### config.mk
export PLATFORM = sky130hd
export DESIGN_NAME = modular_inverse_ext_euclid_top
export DESIGN_NICKNAME = d
export VERILOG_FILES = /design/src/rtl/mie_pkg.sv /design/src/rtl/mie_useq.sv /design/src/rtl/mie_dpath.sv /design/src/rtl/modular_inverse_ext_euclid_top.sv
export SDC_FILE = /design/constraint.sdc
export NUM_CORES = 1
export LEC_CHECK = 0
export BUFFER_PORTS_ARGS = -buffer_cell sky130_fd_sc_hd__buf_2
export CAP_MARGIN = 25
export CORE_MARGIN = 2
export CORE_UTILIZATION = 25
export CTS_BUF_LIST = sky130_fd_sc_hd__clkbuf_4
export DETAILED_ROUTE_END_ITERATION = 10
export PLACE_DENSITY = 0.44
export SETUP_SLACK_MARGIN = 0.4
export SLEW_MARGIN = 20
export SYNTH_ARGS = -nofsm -noshare
export SYNTH_HDL_FRONTEND = slang
export SYNTH_HIERARCHICAL = 1
export SYNTH_SLANG_ARGS = --single-unit
### constraint.sdc
create_clock -name clk -period 6.8 [get_ports clk]
set_clock_uncertainty 0.1 [all_clocks]
set_input_delay 1.36 -clock clk [delete_from_list [all_inputs] [get_ports clk]]
set_output_delay 1.36 -clock clk [all_outputs]
set_load 0.02 [all_outputs]
### src/rtl/mie_pkg.sv
// Shared types and microcode program for the modular inverse sequencer.
// No dependencies; imported by mie_useq, mie_dpath and the top level.
package mie_pkg;

	typedef enum logic [2:0] {
		OP_NONE,
		OP_LOAD,
		OP_DIV_INIT,
		OP_DIV_STEP,
		OP_UPDATE,
		OP_FINISH
	} dp_op_t;

	typedef enum logic [2:0] {
		JC_NEXT,
		JC_ALWAYS,
		JC_START_N,
		JC_A_ZERO,
		JC_CNT_NZ
	} jump_cond_t;

	typedef logic [2:0] upc_t;

	localparam upc_t STEP_IDLE   = 3'd0;
	localparam upc_t STEP_TEST   = 3'd1;
	localparam upc_t STEP_DINIT  = 3'd2;
	localparam upc_t STEP_DSTEP  = 3'd3;
	localparam upc_t STEP_UPDATE = 3'd4;
	localparam upc_t STEP_FINISH = 3'd5;

	typedef struct packed {
		dp_op_t     op;
		jump_cond_t jc;
		upc_t       target;
	} ucode_t;

	typedef struct packed {
		dp_op_t op;
	} dp_ctrl_t;

	typedef struct packed {
		logic a_zero;
		logic cnt_nz;
	} dp_status_t;

	function automatic ucode_t ucode_rom(input upc_t addr);
		ucode_t w;
		unique case (addr)
			STEP_IDLE:   w = '{op: OP_LOAD,     jc: JC_START_N, target: STEP_IDLE};
			STEP_TEST:   w = '{op: OP_NONE,     jc: JC_A_ZERO,  target: STEP_FINISH};
			STEP_DINIT:  w = '{op: OP_DIV_INIT, jc: JC_NEXT,    target: STEP_IDLE};
			STEP_DSTEP:  w = '{op: OP_DIV_STEP, jc: JC_CNT_NZ,  target: STEP_DSTEP};
			STEP_UPDATE: w = '{op: OP_UPDATE,   jc: JC_ALWAYS,  target: STEP_TEST};
			STEP_FINISH: w = '{op: OP_FINISH,   jc: JC_ALWAYS,  target: STEP_IDLE};
			default:     w = '{op: OP_NONE,     jc: JC_ALWAYS,  target: STEP_IDLE};
		endcase
		return w;
	endfunction

endpackage

### src/rtl/mie_useq.sv
// Microcode sequencer: step counter, control ROM and conditional jumps.
// Depends on mie_pkg.
module mie_useq
	import mie_pkg::*;
(
	input  logic       clk,
	input  logic       arst_n,
	input  logic       start,
	input  dp_status_t status,
	output dp_ctrl_t   ctrl,
	output logic       busy
);

	upc_t   upc_q;
	upc_t   upc_next;
	ucode_t uw;
	logic   take;

	assign uw = ucode_rom(upc_q);

	always_comb begin
		unique case (uw.jc)
			JC_NEXT:    take = 1'b0;
			JC_ALWAYS:  take = 1'b1;
			JC_START_N: take = !start;
			JC_A_ZERO:  take = status.a_zero;
			JC_CNT_NZ:  take = status.cnt_nz;
			default:    take = 1'b1;
		endcase
	end

	always_comb begin
		upc_next = take ? uw.target : upc_t'(upc_q + 3'd1);
	end

	always_comb begin
		ctrl.op = uw.op;
		if (uw.jc == JC_START_N && !start) begin
			ctrl.op = OP_NONE;
		end
	end

	assign busy = (upc_q != STEP_IDLE);

	always_ff @(posedge clk or negedge arst_n) begin
		if (!arst_n) begin
			upc_q <= STEP_IDLE;
		end else begin
			upc_q <= upc_next;
		end
	end

endmodule

### src/rtl/mie_dpath.sv
// Datapath: operand registers, bit-serial divider with quotient-times-coefficient
// accumulator, coefficient pair and result registers. Depends on mie_pkg.
module mie_dpath
	import mie_pkg::*;
#(
	parameter int WIDTH = 32
) (
	input  logic             clk,
	input  logic             arst_n,
	input  dp_ctrl_t         ctrl,
	input  logic [WIDTH-1:0] value,
	input  logic [WIDTH-1:0] modulus,
	output dp_status_t       status,
	output logic             done,
	output logic [WIDTH-1:0] inverse,
	output logic [WIDTH-1:0] divisor,
	output logic             coprime
);

	localparam int CW    = WIDTH + 2;
	localparam int CNT_W = $clog2(WIDTH);

	logic [WIDTH-1:0]        a_q, m_q, mod_q, rem_q, quo_q;
	logic signed [CW-1:0]    cp_q, cc_q, p_q;
	logic [CNT_W-1:0]        cnt_q;
	logic [WIDTH-1:0]        inverse_q, divisor_q;
	logic                    coprime_q, done_q;

	logic [WIDTH:0]          rem_sh, a_ext, rem_sub;
	logic                    ge;
	logic signed [CW-1:0]    mod_ext, inv_fix;

	assign rem_sh  = {rem_q, quo_q[WIDTH-1]};
	assign a_ext   = {1'b0, a_q};
	assign ge      = (rem_sh >= a_ext);
	assign rem_sub = rem_sh - a_ext;
	assign mod_ext = {{(CW-WIDTH){1'b0}}, mod_q};
	assign inv_fix = cp_q[CW-1] ? (cp_q + mod_ext) : cp_q;

	assign status.a_zero = (a_q == '0);
	assign status.cnt_nz = (cnt_q != '0);

	always_ff @(posedge clk) begin
		case (ctrl.op)
			OP_LOAD: begin
				a_q   <= value;
				m_q   <= modulus;
				mod_q <= modulus;
				cp_q  <= '0;
				cc_q  <= CW'(1);
			end
			OP_DIV_INIT: begin
				rem_q <= '0;
				quo_q <= m_q;
				p_q   <= '0;
				cnt_q <= CNT_W'(WIDTH - 1);
			end
			OP_DIV_STEP: begin
				rem_q <= ge ? rem_sub[WIDTH-1:0] : rem_sh[WIDTH-1:0];
				quo_q <= {quo_q[WIDTH-2:0], 1'b0};
				p_q   <= (p_q <<< 1) + (ge ? cc_q : '0);
				cnt_q <= cnt_q - CNT_W'(1);
			end
			OP_UPDATE: begin
				cp_q <= cc_q;
				cc_q <= cp_q - p_q;
				m_q  <= a_q;
				a_q  <= rem_q;
			end
			OP_FINISH: begin
				inverse_q <= inv_fix[WIDTH-1:0];
				divisor_q <= m_q;
				coprime_q <= (m_q == WIDTH'(1));
			end
			default: begin
			end
		endcase
	end

	always_ff @(posedge clk or negedge arst_n) begin
		if (!arst_n) begin
			done_q <= 1'b0;
		end else begin
			done_q <= (ctrl.op == OP_FINISH);
		end
	end

	assign done    = done_q;
	assign inverse = inverse_q;
	assign divisor = divisor_q;
	assign coprime = coprime_q;

endmodule

### src/rtl/modular_inverse_ext_euclid_top.sv
// Modular inverse by extended Euclid, microcoded: one division of WIDTH bit-serial
// steps per Euclid iteration (about 1 + 1.5*WIDTH iterations worst case); one item
// at a time, busy while running.
// done pulses one cycle with the result; the receiver cannot stall.
// Async active-low reset returns the sequencer to idle and clears done.
// Depends on mie_pkg, mie_useq, mie_dpath.
module modular_inverse_ext_euclid_top
	import mie_pkg::*;
#(
	parameter int WIDTH = 32
) (
	input  logic             clk,
	input  logic             arst_n,
	input  logic             start,
	output logic             busy,
	input  logic [WIDTH-1:0] value,
	input  logic [WIDTH-1:0] modulus,
	output logic             done,
	output logic [WIDTH-1:0] inverse,
	output logic [WIDTH-1:0] divisor,
	output logic             coprime
);

	dp_ctrl_t   ctrl;
	dp_status_t status;

	mie_useq u_useq (
		.clk    (clk),
		.arst_n (arst_n),
		.start  (start),
		.status (status),
		.ctrl   (ctrl),
		.busy   (busy)
	);

	mie_dpath #(
		.WIDTH (WIDTH)
	) u_dpath (
		.clk     (clk),
		.arst_n  (arst_n),
		.ctrl    (ctrl),
		.value   (value),
		.modulus (modulus),
		.status  (status),
		.done    (done),
		.inverse (inverse),
		.divisor (divisor),
		.coprime (coprime)
	);

endmodule
==> results of run 1 <==
worst reg2reg max path, delay by kind of cell (launching register included):
family,cells,cell delay (ps)
flops,1,400
compound gates,11,2660
simple gates,6,1000
buf+inv,3,460
mux,2,490
fa+ha+maj,2,750
repair_timing:
item                       4_1_cts  5_1_grt
gates resized for setup          0        3
buffers inserted                 0        3
setup endpoints to repair        0       10
sequential cells by signal, summed over array words and instances, names as in the netlist, 3 cells and up:
| register | flops |
|---|---|
| u_dpath/cnt_q | 5 |
| u_dpath/mod_q | 32 |
| u_dpath/a_q | 32 |
| u_dpath/cc_q | 34 |
| u_dpath/rem_q | 32 |
| u_dpath/divisor | 32 |
| u_dpath/cp_q | 34 |
| u_dpath/p_q | 34 |
| u_dpath/quo_q | 32 |
| u_dpath/m_q | 32 |
| u_useq/upc_q | 3 |
| u_dpath/inverse | 32 |
routing by layer:
layer | global-route usage, % | wire [um] | up-vias
li1 | - | - | 7411
met1 | 22.2 | 31400 | 7488
met2 | 22.3 | 26500 | 423
met3 | 3.06 | 3420 | 109
met4 | 4.58 | 1540 | 0
met5 | 0 | 0 | -
per-stage QoR:
stage / instances / worst slack (ps) / hold slack, ps / instance area (um2)
detailed placement: 3051 / 606 / 374 / 21900
global route: 3221 / 450 / 79.4 / 23200
finish: 3221 / 767 / 173 / 23200
floorplan: 1912 / 1240 / 332 / 20000
CTS: 3213 / 606 / 74.4 / 23100
global placement: 3051 / 812 / 379 / 21900
logic make-up (layout without fill, tap and decap cells):
logic type                 Yosys count  count (layout)
xor gates and xnor gates           102             102
DFF                                336             336
muxes                               49              49
other                                0               5
adders and majority gates          137             137
and+or+nand+nor                    712             712
buffers and inverters              169             423
AOI/OAI and AO/OA                  407             407
how the worst min path moves through the flow:
stage | start | endpoint | slack [ps] | depth (start not counted)
2_1_floorplan | u_dpath/m_q[0]$_DFFE_PP_ | u_dpath/divisor[0]$_DFFE_PP_ | 330 | 0
3_3_place_gp | u_dpath/m_q[12]$_DFFE_PP_ | u_dpath/divisor[12]$_DFFE_PP_ | 380 | 0
3_5_place_dp | u_dpath/m_q[12]$_DFFE_PP_ | u_dpath/divisor[12]$_DFFE_PP_ | 370 | 0
4_1_cts | arst_n | u_useq/upc_q[1]$_DFF_PN0_ | 70 | 1
5_1_grt | arst_n | u_dpath/done$_DFF_PN0_ | 80 | 1
6_report | arst_n | u_dpath/done$_DFF_PN0_ | 170 | 1
cell usage after synthesis, types with 5 or more instances:
| library cell | number |
|---|---|
| a211oi_1 | 19 |
| a211oi_2 | 5 |
| a21o_1 | 52 |
| a21oi_1 | 95 |
| a31oi_1 | 13 |
| and2_1 | 39 |
| and3_1 | 45 |
| buf_1 | 6 |
| buf_6 | 5 |
| clkbuf_1 | 47 |
| edfxtp_1 | 332 |
| ha_1 | 133 |
| inv_1 | 103 |
| mux2_2 | 25 |
| mux2i_1 | 23 |
| nand2_1 | 298 |
| nand2b_1 | 22 |
| nand3_1 | 34 |
| nand4_1 | 17 |
| nor2_1 | 149 |
| nor2b_1 | 18 |
| nor3_1 | 25 |
| nor3b_1 | 6 |
| nor4_1 | 25 |
| o211ai_1 | 7 |
| o21a_1 | 26 |
| o21ai_0 | 96 |
| o21bai_1 | 13 |
| o22ai_1 | 10 |
| o31a_1 | 6 |
| or2_2 | 7 |
| or3_1 | 10 |
| xnor2_1 | 59 |
| xor2_1 | 43 |
cell type report:
class | instances | share of cell area, %
Sequential cell | 336 | 43.5
Multi-Input combinational cell | 1407 | 40.3
Tap cell | 1050 | 5.67
Clock buffer | 132 | 4.28
Timing Repair Buffer | 155 | 3.64
Inverter | 106 | 1.72
Clock inverter | 30 | 0.902
Antenna cell | 5 | 0.0540
==> metrics.md, run 1 <==
| Metric | Value |
|---|---|
| Maximum clock rate | approximately 170 MHz |
| Maximum fanout along the worst path | 15 |
| Leading area contributor after synthesis | edfxtp_1 |
| Synth unique cells | roughly 90 |
| Number of instances in the synthesized netlist | about 1900 |
| Core Rows | about 100 |
| Netlist Area Pre-Place | between 20000 and 25000 um2 |
| Maximum number of pins on one net before global-route repair | 65 |
| Initial detailed-routing violation count | 1208 |
| Multi-input logic area | slightly above 9000 um2 |
| Pins Over Slew Limit | 0 |
| Critical path endpoint | u_dpath/p_q[33]$_SDFFCE_PN0P_ |
| Chip width | about 290 um |
| Wire length of the first global-routing pass | between 90 and 100 mm |
| Minimum clock period | about 6000 ps |
| Final routed DRC violation total | 0 |
| Layout Area Growth over Synthesis | 15.8% |
| Number of nets at the end of the flow | between 2000 and 2500 |
| Worst slew margin | 28.3% |
| Remaining global-route overflow | 0 |
| Most common cell after layout, fill and taps aside | edfxtp_1 |
| CTS H-Tree Depth | 3 |
| Ys async rst share | under 10% |
| Result of the run | finished clean |
| Routed length per placed instance | 19.5 um |
| Arrival time of data at the critical path endpoint | roughly 6700 ps |
| Xor/xnor cell area share of the yosys netlist | approximately 4.5% |
| Clock-pin transition on the worst setup and hold timing paths | 80 ps |
| Die height | 287 um |
| Number of logic stages on the critical path including buffering | 24 |
| Type of the tightest min-delay check | in2async |
| Master of the slowest instance on the critical path | fa_1 |
| Combined buffer and inverter count along the critical path | 3 |
| Delay of the slowest cell on the worst path | about 440 ps |
| Most used cells in the layout excluding fill and tap cells | edfxtp_1, nand2_1, nor2_1, buf_2, ha_1 |
| Most used DFF post-synth | edfxtp_1 |
| Synth Area in Adders | ~8.7% |
| Share of final-layout standard cells stronger than drive strength 1 | about 17% |
| R2r worst-path depth | 24 |
| Count of antenna-violating nets left after detailed routing | 0 |
| CTS tree | done |
| Synthesized area divided by synthesized cell count | about 10 um2 |
| Area fraction in and, or, nand and nor cells after synthesis | approximately 17% |
| Fraction of post-synthesis cell area in the top cell type by area | roughly 50% |
| Main combinational cell family by area after synthesis | simple AND/OR/NAND/NOR gates |
| Critical register-to-register path endpoint | u_dpath/p_q[33]$_SDFFCE_PN0P_ |
| Setup violations, final | 0 |
| Sum Neg Setup Slack | 0 ps |
| Crit path required time | ~7400 ps |
| Share of the core filled with cells | 29.3% |
| Post-synth EDFFs | 332 |
| Via Count | ~15000 |
| Num ports | 134 |
| First-pass DRT Iterations | 5 |
| Crit path from | u_dpath/a_q[1]$_DFFE_PP_ |
| Via count of the first global-routing pass | about 15000 |
| Critical path class | reg2reg |
| Type of element capturing the critical path | register |
| Worst R2R Start | u_dpath/a_q[1]$_DFFE_PP_ |
| Crit-path cells | inv_1 -> ha_1 -> nor2b_4 -> o31a_1 -> o31a_1 -> or3b_1 -> a21oi_4 -> nor3_2 -> o21ai_2 -> o41ai_4 -> buf_4 -> buf_4 -> and2_1 -> fa_1 -> a21o_1 -> nand3_2 -> a32oi_2 -> a22oi_1 -> o41ai_4 -> a211oi_4 -> o31ai_4 -> mux2_4 -> nand3_2 -> mux2i_1 |
| Count of fill cells added during filler insertion | ~8400 |
| Initial Utilization | between 20% and 30% |
| Max-capacitance violation count | 0 |
| Sinks on Clock Net | 336 |
| Setup repair after global routing missed its margin | no |
| Via density per instance | between 4 and 5 |
| Placed wire-length estimate | 45.8 mm |
| Final Hold Violating Endpoints | 0 |
| Die Footprint | 82300 um2 |
| Number of buffers on the longest clock path | 3 |
| Post-Route WL | around 63 mm |
| Pin slew with the least headroom to its limit | around 1100 ps |
| Portion of the post-synthesis area used by sequential elements | between 50% and 60% |
| Overall Global Routing Usage | roughly 15% |
| Final estimated routing congestion in global placement | about 0.87 |
| Clock Root Buffer | clkbuf_4 |
| Setup slack on the worst flop-to-flop path | ~770 ps |
| Total CTS buffers | 97 |
| Kind of cell adding the most delay to the critical path | compound AO/OA/AOI/OAI gates |
| Share of cell area taken by muxes after synthesis | 2.63% |
| Post-synthesis net count | around 2100 |
| Initial antenna violation count | 4 |
| Number of synthesized register bits | roughly 340 |
| Type of origin of the critical path | register |
| Cells taking the most area after synthesis | edfxtp_1, ha_1, nand2_1 |
| PortBufs | 133 |
| Count of warnings emitted by yosys | 6 |
| Post-CTS Hold Fix Bufs | 0 |
| Post-route fraction of the period consumed by the critical path | between 80% and 90% |
| Worst-Skew Late Latency | between 800 and 900 ps |
| Compound-gate portion of the synthesized area | between 10% and 20% |
| Core region area | between 70000 and 80000 um2 |
| Sequential Area | 10100 um2 |
Power of run 1 is left out: the tool's default activity adds up to more than one toggle a clock period on the data nets, which glitch-free logic cannot reach.
==> inputs of run 2 (changes only) <==
- ABC_AREA: unset -> 1
- CORE_MARGIN: 2 -> unset
==> run 2 against run 1 <==
Effect of this change: final cell count grew 20%; die area grew 3.9%; worst hold slack gained 31 ps; via count grew 16%; synthesized area grew 5.4%; first-iteration DRC count grew 14%; critical path depth shrank 1; sequential share of layout area shrank 1.9 points; final area grew 4.5%; critical path type unchanged; global-route usage grew 1.5 points; count of clock-buffer cells in the layout shrank 2.
==> metrics.md, run 2 <==
| Metric | Value |
|---|---|
| Leading post-synthesis cells by instance count | nand2_1, edfxtp_1, inv_1 |
| Clock Root Buffer | clkbuf_4 |
| CTS tree | done |
| Worst slack after detailed placement | 2200 ps (+1590 ps) |
| Setup repair after global routing missed its margin | no |
| Most used cells in the layout excluding fill and tap cells | nand2_1, edfxtp_1, inv_1, nor2_1, a21oi_1 |
| Max-capacitance violation count | 0 (unchanged) |
| Ys async rst share | 1.19% (unchanged) |
| Post-CTS Hold Fix Bufs | 0 (unchanged) |
| Overall Global Routing Usage | 16.6% (+1.5 points) |
| Core Rows | 106 (+2.9%) |
| Via count of the first global-routing pass | 17721 (+15%) |
| Post-CTS Setup Repair Bufs | 0 (unchanged) |
| Count of antenna-violating nets left after detailed routing | 0 (unchanged) |
| Setup violations, final | 0 (unchanged) |
| Synth unique cells | 50 (-45%) |
| Number of gates resized after CTS | 0 (unchanged) |
| Layout Area Growth over Synthesis | 14.7% |
| Count of warnings emitted by yosys | 6 (unchanged) |
| Routed length per placed instance | 18.5 um (-5.0%) |
| Initial detailed-routing violation count | 1378 (+14%) |
| Maximum number of pins on one net before global-route repair | 138 (+110%) |
| Count of non-filler cells in the finished layout | 3869 (+20%) |
| Final estimated routing congestion in global placement | 0.907 (+4.5%) |
| Sinks on Clock Net | 336 (unchanged) |
| Total power after layout | roughly 14 mW |
| Multi-input logic area | 9660 um2 (+3.6%) |
| Least setup slack across all paths after layout | 2150 ps (+1390 ps) |
| Leading area contributor after synthesis | edfxtp_1 |
| Die height | 292 um (+1.9%) |
| Most used DFF post-synth | edfxtp_1 |
| Number of instances in the synthesized netlist | 2536 (+33%) |
| Final hold slack | 204 ps (+31.4 ps) |
| Crit-path cells | inv_1 -> ha_1 -> nand2_1 -> nor2_1 -> nand3b_1 -> nor2_1 -> nand2_1 -> nand2_1 -> nor2_2 -> nand2_8 -> inv_4 -> nor2_1 -> ha_1 -> fa_1 -> nand2_1 -> nand3_1 -> o21a_1 -> a21oi_1 -> o21ai_1 -> nand2_1 -> nand2_1 -> o21ai_0 -> a21oi_1 |
| Pin slew with the least headroom to its limit | 891 ps (-184 ps) |
| Type of element capturing the critical path | register |
| Remaining global-route overflow | 0 (unchanged) |
| Result of the run | finished clean |
| CTS H-Tree Depth | 3 (unchanged) |
| Most common cell type on the critical path | nand2_1 |
| Largest registers | u_dpath/cc_q (34), u_dpath/cp_q (34), u_dpath/p_q (34) |
| Worst-Skew Late Latency | 890 ps (about the same) |
| Worst slew margin | 40.6% (+12 points) |
| Final routed DRC violation total | 0 (unchanged) |
| R2r worst-path depth | 23 (-4.2%) |
| Type of the tightest min-delay check | in2async |
| Combinational group share of total power | about 57% |
| Delay of the slowest cell on the worst path | 430 ps (about the same) |
| PortBufs | 133 (unchanged) |
| Via density per instance | 4.62 (-3.5%) |
| Sequential power share | roughly 30% |
| Chip width | 292 um (+1.9%) |
| Share of final-layout standard cells stronger than drive strength 1 | 11.8% (-5.7 points) |
| Post-layout instance area | 24200 um2 (+4.5%) |
| Num ports | 134 (unchanged) |
| Master of the slowest instance on the critical path | inv_4 |
| Sequential Area | 10100 um2 (unchanged) |
| Crit path required time | 7290 ps (-120 ps) |
| Switching power summed over all nets | around 7.2 mW |
| First-pass DRT Iterations | 6 (+1) |
| Critical register-to-register path endpoint | u_dpath/p_q[19]$_SDFFCE_PN0P_ |
| Portion of the post-synthesis area used by sequential elements | 47.7% (-2.6 points) |
| Netlist Area Pre-Place | 21100 um2 (+5.4%) |
| VDD IR max | between 0.4 and 0.5 mV |
| Synthesized area divided by synthesized cell count | 8.32 um2 (-21%) |
| Static leakage | about 10 nW |
| Maximum clock rate | 215 MHz (+30%) |
| Count of fill cells added during filler insertion | 9150 (+8.9%) |
| Die Footprint | 85500 um2 (+3.9%) |
| Placed cells | 3709 (+22%) |
| Critical path class | reg2reg |
| Share of the core filled with cells | 29.0% (-0.31 points) |
| Number of nets at the end of the flow | 2926 (+27%) |
| Minimum clock period | 4650 ps (-1390 ps) |
| Number of buffers on the longest clock path | 3 (unchanged) |
| Net Sw Frac | 50.8% |
| Arrival time of data at the critical path endpoint | 5140 ps (-1510 ps) |
| Pwr Density | 583 nW/um2 |
| Cell Int Power | a little under 7 mW |
| Number of synthesized register bits | 336 (unchanged) |
| Pins Over Slew Limit | 0 (unchanged) |
| Fraction of post-synthesis cell area in the top cell type by area | 47.3% (-2.6 points) |
| Worst R2R Start | u_dpath/a_q[26]$_DFFE_PP_ |
| Wire length of the first global-routing pass | 107 mm (+13%) |
| Most common cell after layout, fill and taps aside | nand2_1 |
| Clock-pin transition on the worst setup and hold timing paths | 70 ps (about the same) |
| Post-synth EDFFs | 332 (unchanged) |
| Initial Utilization | 25.2% (-0.038 points) |
| Core region area | 83600 um2 (+5.6%) |
| Post-route fraction of the period consumed by the critical path | 68.3% (-20 points) |
| Cells taking the most area after synthesis | edfxtp_1, nand2_1, ha_1 |
| Post-Route WL | 71.7 mm (+14%) |
| Instance area at placement | 23000 um2 (+5.1%) |
| Type of origin of the critical path | register |
| Sum Neg Setup Slack | 0 ps (unchanged) |
| Setup slack on the worst flop-to-flop path | 2150 ps (+1390 ps) |
| Total CTS buffers | 90 (-7.2%) |
| Placed wire-length estimate | 56.3 mm (+23%) |
| Final Hold Violating Endpoints | 0 (unchanged) |
| Most common cell in the synthesized netlist | nand2_1 |
| Initial antenna violation count | 3 (-1) |
| Post-synthesis net count | 2740 (+29%) |
| Maximum fanout along the worst path | 63 (+48) |
| Via Count | 17878 (+16%) |
| Share of total power in the clock network | 13.0% |
run 2: power groups by stage:
stage                     sequential, mW  clock (mW)  combinational, mW
after floorplan                     4.11           0               5.62
after global placement              4.26           0               8.06
after detailed placement            4.26           0               8.01
after CTS                           4.22        1.92               8.05
after global routing                4.29        2.01               9.04
final                               4.21        1.84               8.07
run 2: logic make-up after synthesis:
kind of cell | share of synthesized area, %
buf+inv | 6.67
xor+xnor | 1.66
simple gates | 22.5
compound gates | 13.2
flops | 47.7
fa+ha+maj | 8.27
run 2: worst max-delay path by stage:
stage | from | endpoint | slack (ps) | depth (start not counted)
floorplan | start | u_dpath/a_q[0]$_DFFE_PP_ | 880 | 5
global placement | u_dpath/a_q[26]$_DFFE_PP_ | u_dpath/p_q[23]$_SDFFCE_PN0P_ | 2250 | 23
detailed placement | u_dpath/a_q[26]$_DFFE_PP_ | u_dpath/p_q[23]$_SDFFCE_PN0P_ | 2200 | 23
CTS | u_dpath/a_q[26]$_DFFE_PP_ | u_dpath/p_q[23]$_SDFFCE_PN0P_ | 2160 | 23
global route | u_dpath/a_q[26]$_DFFE_PP_ | u_dpath/p_q[28]$_SDFFCE_PN0P_ | 1720 | 22
finish | u_dpath/a_q[26]$_DFFE_PP_ | u_dpath/p_q[19]$_SDFFCE_PN0P_ | 2150 | 23
run 2: worst max-delay path: cells and delay by family, from the launching register on:
kind,cells,cell delay (ps)
adder cells (fa/ha/maj),3,950
buffers and inverters,2,680
AND/OR/NAND/NOR,13,1400
flip-flops,1,360
AO/OA/AOI/OAI,5,860
run 2: cell type report:
cell class / count / share of cell area, %
clock buffers: 130 / 4.03
multi-input cells: 1840 / 39.9
well taps: 1080 / 5.58
flip-flops and latches: 336 / 41.6
diodes: 2 / 0.0207
repair buffers: 146 / 3.31
clock inverters: 27 / 0.714
inverters: 308 / 4.81
run 2: layer usage:
layer | GRT usage [%] | wire (um)
met1 | 23.1 | 34800
met2 | 26.1 | 31900
met3 | 2.46 | 3200
met5 | 0 | 13
met4 | 5.94 | 1820
Power figures use the tool's default switching activity.
==> inputs of run 3 (changes only) <==
- PLACE_DENSITY: 0.44 -> 0.43
- clock period: 6.8 -> 4.6 ns (I/O delays scaled with it)
==> run 3 against run 2 <==
Effect of this change: wire length is 3.7% higher; global-route usage is 0.55 points higher; worst hold slack worse by 11 ps; sequential cell count stayed put; sequential share of layout area is 0.59 points lower; critical path depth is 1 lower; via count is 2.4% higher; final area is 1.4% higher; die area stayed put; combinational power is 54% higher; largest power group unchanged; highest routed layer unchanged.
==> metrics.md, run 3 (synthesis results as in run 2) <==
| Metric | Value |
|---|---|
| Share of total power in the clock network | 13.0% (about the same) |
| Number of nets at the end of the flow | 2944 (+0.62%) |
| Share of final-layout standard cells stronger than drive strength 1 | 13.8% (+2.0 points) |
| Combinational group share of total power | 57.9% (+0.7 points) |
| Count of antenna-violating nets left after detailed routing | 0 (unchanged) |
| Pwr Density | 873 nW/um2 (+50%) |
| Post-route fraction of the period consumed by the critical path | 87.7% (+19 points) |
| Total CTS buffers | 97 (+7.8%) |
| Static leakage | 10.5 nW (+0.92%) |
| Max-capacitance violation count | 0 (unchanged) |
| Maximum fanout along the worst path | 35 (-44%) |
| Die Footprint | 85500 um2 (unchanged) |
| Overall Global Routing Usage | 17.2% (+0.55 points) |
| Via Count | 18310 (+2.4%) |
| Worst-Skew Late Latency | 880 ps (about the same) |
| Final routed DRC violation total | 0 (unchanged) |
| Type of the tightest min-delay check | in2reg |
| First-pass DRT Iterations | 7 (+1) |
| Clock Root Buffer | clkbuf_4 |
| Final Hold Violating Endpoints | 0 (unchanged) |
| Pin slew with the least headroom to its limit | 963 ps (+71.8 ps) |
| Clock-pin transition on the worst setup and hold timing paths | 60 ps (about the same) |
| Post-Route WL | 74.4 mm (+3.7%) |
| Initial antenna violation count | 8 (+5) |
| Hold path startpoint | modulus[5] |
| Initial detailed-routing violation count | 1313 (-4.7%) |
| VDD IR max | 0.370 mV (-14%) |
| Via density per instance | 4.70 (+1.7%) |
| Type of element capturing the critical path | register |
| Sinks on Clock Net | 336 (unchanged) |
| Sequential power share | 29.0% (-0.8 points) |
| Setup violations, final | 0 (unchanged) |
| Minimum clock period | 4030 ps (-615 ps) |
| PortBufs | 133 (unchanged) |
| Pins Over Slew Limit | 0 (unchanged) |
| Most used cells in the layout excluding fill and tap cells | nand2_1, edfxtp_1, inv_1, nor2_1, a21oi_1 |
| Maximum number of pins on one net before global-route repair | 104 (-25%) |
| Placed wire-length estimate | 58.1 mm (+3.1%) |
| Post-layout instance area | 24500 um2 (+1.4%) |
| Via count of the first global-routing pass | 18242 (+2.9%) |
| Number of buffers on the longest clock path | 3 (unchanged) |
| Die height | 292 um (unchanged) |
| Initial Utilization | 25.2% (unchanged) |
| Wire length of the first global-routing pass | 110 mm (+3.1%) |
| CTS H-Tree Depth | 3 (unchanged) |
| Layout Area Growth over Synthesis | 16.3% |
| Final estimated routing congestion in global placement | 0.918 (+1.2%) |
| Worst slew margin | 35.7% (-4.9 points) |
| Most common cell after layout, fill and taps aside | nand2_1 |
| Core Rows | 106 (unchanged) |
| Switching power summed over all nets | 10.9 mW (+53%) |
| Instance area at placement | 23100 um2 (+0.42%) |
| Sum Neg Setup Slack | 0 ps (unchanged) |
| Maximum clock rate | 248 MHz (+15%) |
| Chip width | 292 um (unchanged) |
| Setup repair after global routing missed its margin | yes |
| Result of the run | finished clean |
| Arrival time of data at the critical path endpoint | 4500 ps (-640 ps) |
| Crit path from | u_dpath/a_q[26]$_DFFE_PP_ |
| Num ports | 134 (unchanged) |
| Core region area | 83600 um2 (unchanged) |
| Type of origin of the critical path | register |
| Critical path class | reg2reg |
| Net Sw Frac | 51.0% (+0.25 points) |
| Crit path required time | 5070 ps (-2220 ps) |
| Routed length per placed instance | 19.1 um (+2.9%) |
| Cell Int Power | 10.5 mW (+51%) |
| Remaining global-route overflow | 0 (unchanged) |
| CTS tree | done |
| Worst R2R Start | u_dpath/a_q[26]$_DFFE_PP_ |
| Largest registers | u_dpath/cc_q (34), u_dpath/cp_q (34), u_dpath/p_q (34) |
run 3: cell types whose count changed in the layout (fill, tap and decap cells not counted), moves of 8 or more:
cell / change
a21oi_1: -13
clkinv_1: +8
buf_4: +8
a21oi_2: +12
clkbuf_4: +8
run 3: through the flow:
step | cells | hold WS [ps] | setup WS (ps) | util (%) | total power, mW
2_1_floorplan | 2536 | 326 | 411 | - | 14.3
5_1_grt | 3895 | 124 | 377 | 29.4 | 23.3
4_1_cts | 3889 | 80.3 | 411 | 29.1 | 21.3
6_report | 3897 | 193 | 567 | 29.4 | 21.4
3_5_place_dp | 3717 | 369 | 323 | 27.7 | 18.4
3_3_place_gp | 3717 | 356 | 336 | 27.7 | 18.4
run 3: final cells by class:
| type | count | area [um2] |
|---|---|---|
| inverter | 308 | 1170 |
| fill | 8986 | 59000 |
| clock inverter | 33 | 158 |
| clock buffer | 138 | 1040 |
| antenna | 5 | 12.5 |
| multi-input combinational | 1840 | 9840 |
| tap | 1080 | 1350 |
| timing repair buffer | 157 | 911 |
| sequential | 336 | 10100 |
run 3: final timing paths:
kind | to | slack (ps) | cells past startpoint
min reg2reg | u_dpath/divisor[15]$_DFFE_PP_ | 380 | 0
max | u_dpath/p_q[24]$_SDFFCE_PN0P_ | 570 | 22
max reg2reg | u_dpath/p_q[24]$_SDFFCE_PN0P_ | 570 | 22
min | u_dpath/mod_q[5]$_DFFE_PN_ | 190 | 1
max in group asynchronous | u_useq/upc_q[1]$_DFF_PN0_ | 3980 | 2
min in group asynchronous | u_dpath/done$_DFF_PN0_ | 290 | 2
run 3: timing repair:
action                                 CTS  global route
resized for setup                        3            51
hold buffers                             1             0
setup endpoints to repair               15            22
buffers inserted                         0             3
endpoints found under the hold margin    4             0
pin swaps                                0             4
run 3: metal layers:
layer  up-vias  GRT usage [%]  part of all wire [%]  wire [um]
met5         -              0                 0.027         20
met4         2           6.76                   3.0       2230
met3       110           2.89                   5.4       4030
met2       545           26.7                    44      32700
met1      8588           23.7                    48      35400
li1       9065              -                     -          -
run 3: power by group through the flow:
| stage | clock network [mW] | registers [mW] | logic (mW) |
|---|---|---|---|
| finish | 2.79 | 6.22 | 12.4 |
| global route | 3.07 | 6.34 | 13.9 |
| CTS | 2.92 | 6.23 | 12.2 |
| detailed placement | 0 | 6.28 | 12.1 |
| global placement | 0 | 6.27 | 12.2 |
| floorplan | 0 | 6.00 | 8.32 |
run 3: critical path, cell delays in order, from the launching register on:
cell	delay [ps]
edfxtp_1	380
inv_4	80
ha_1	360
nand2_1	160
nor2_4	210
nand3b_1	90
nor2_1	230
nand2_1	90
nand2_1	120
nor2_4	60
nand2_8	80
inv_4	40
buf_12	160
nor2_1	140
ha_2	330
a21oi_1	240
o21ai_0	120
inv_1	80
o21ai_0	120
a21oi_1	150
nand2_1	140
o21ai_0	170
a21oi_1	70
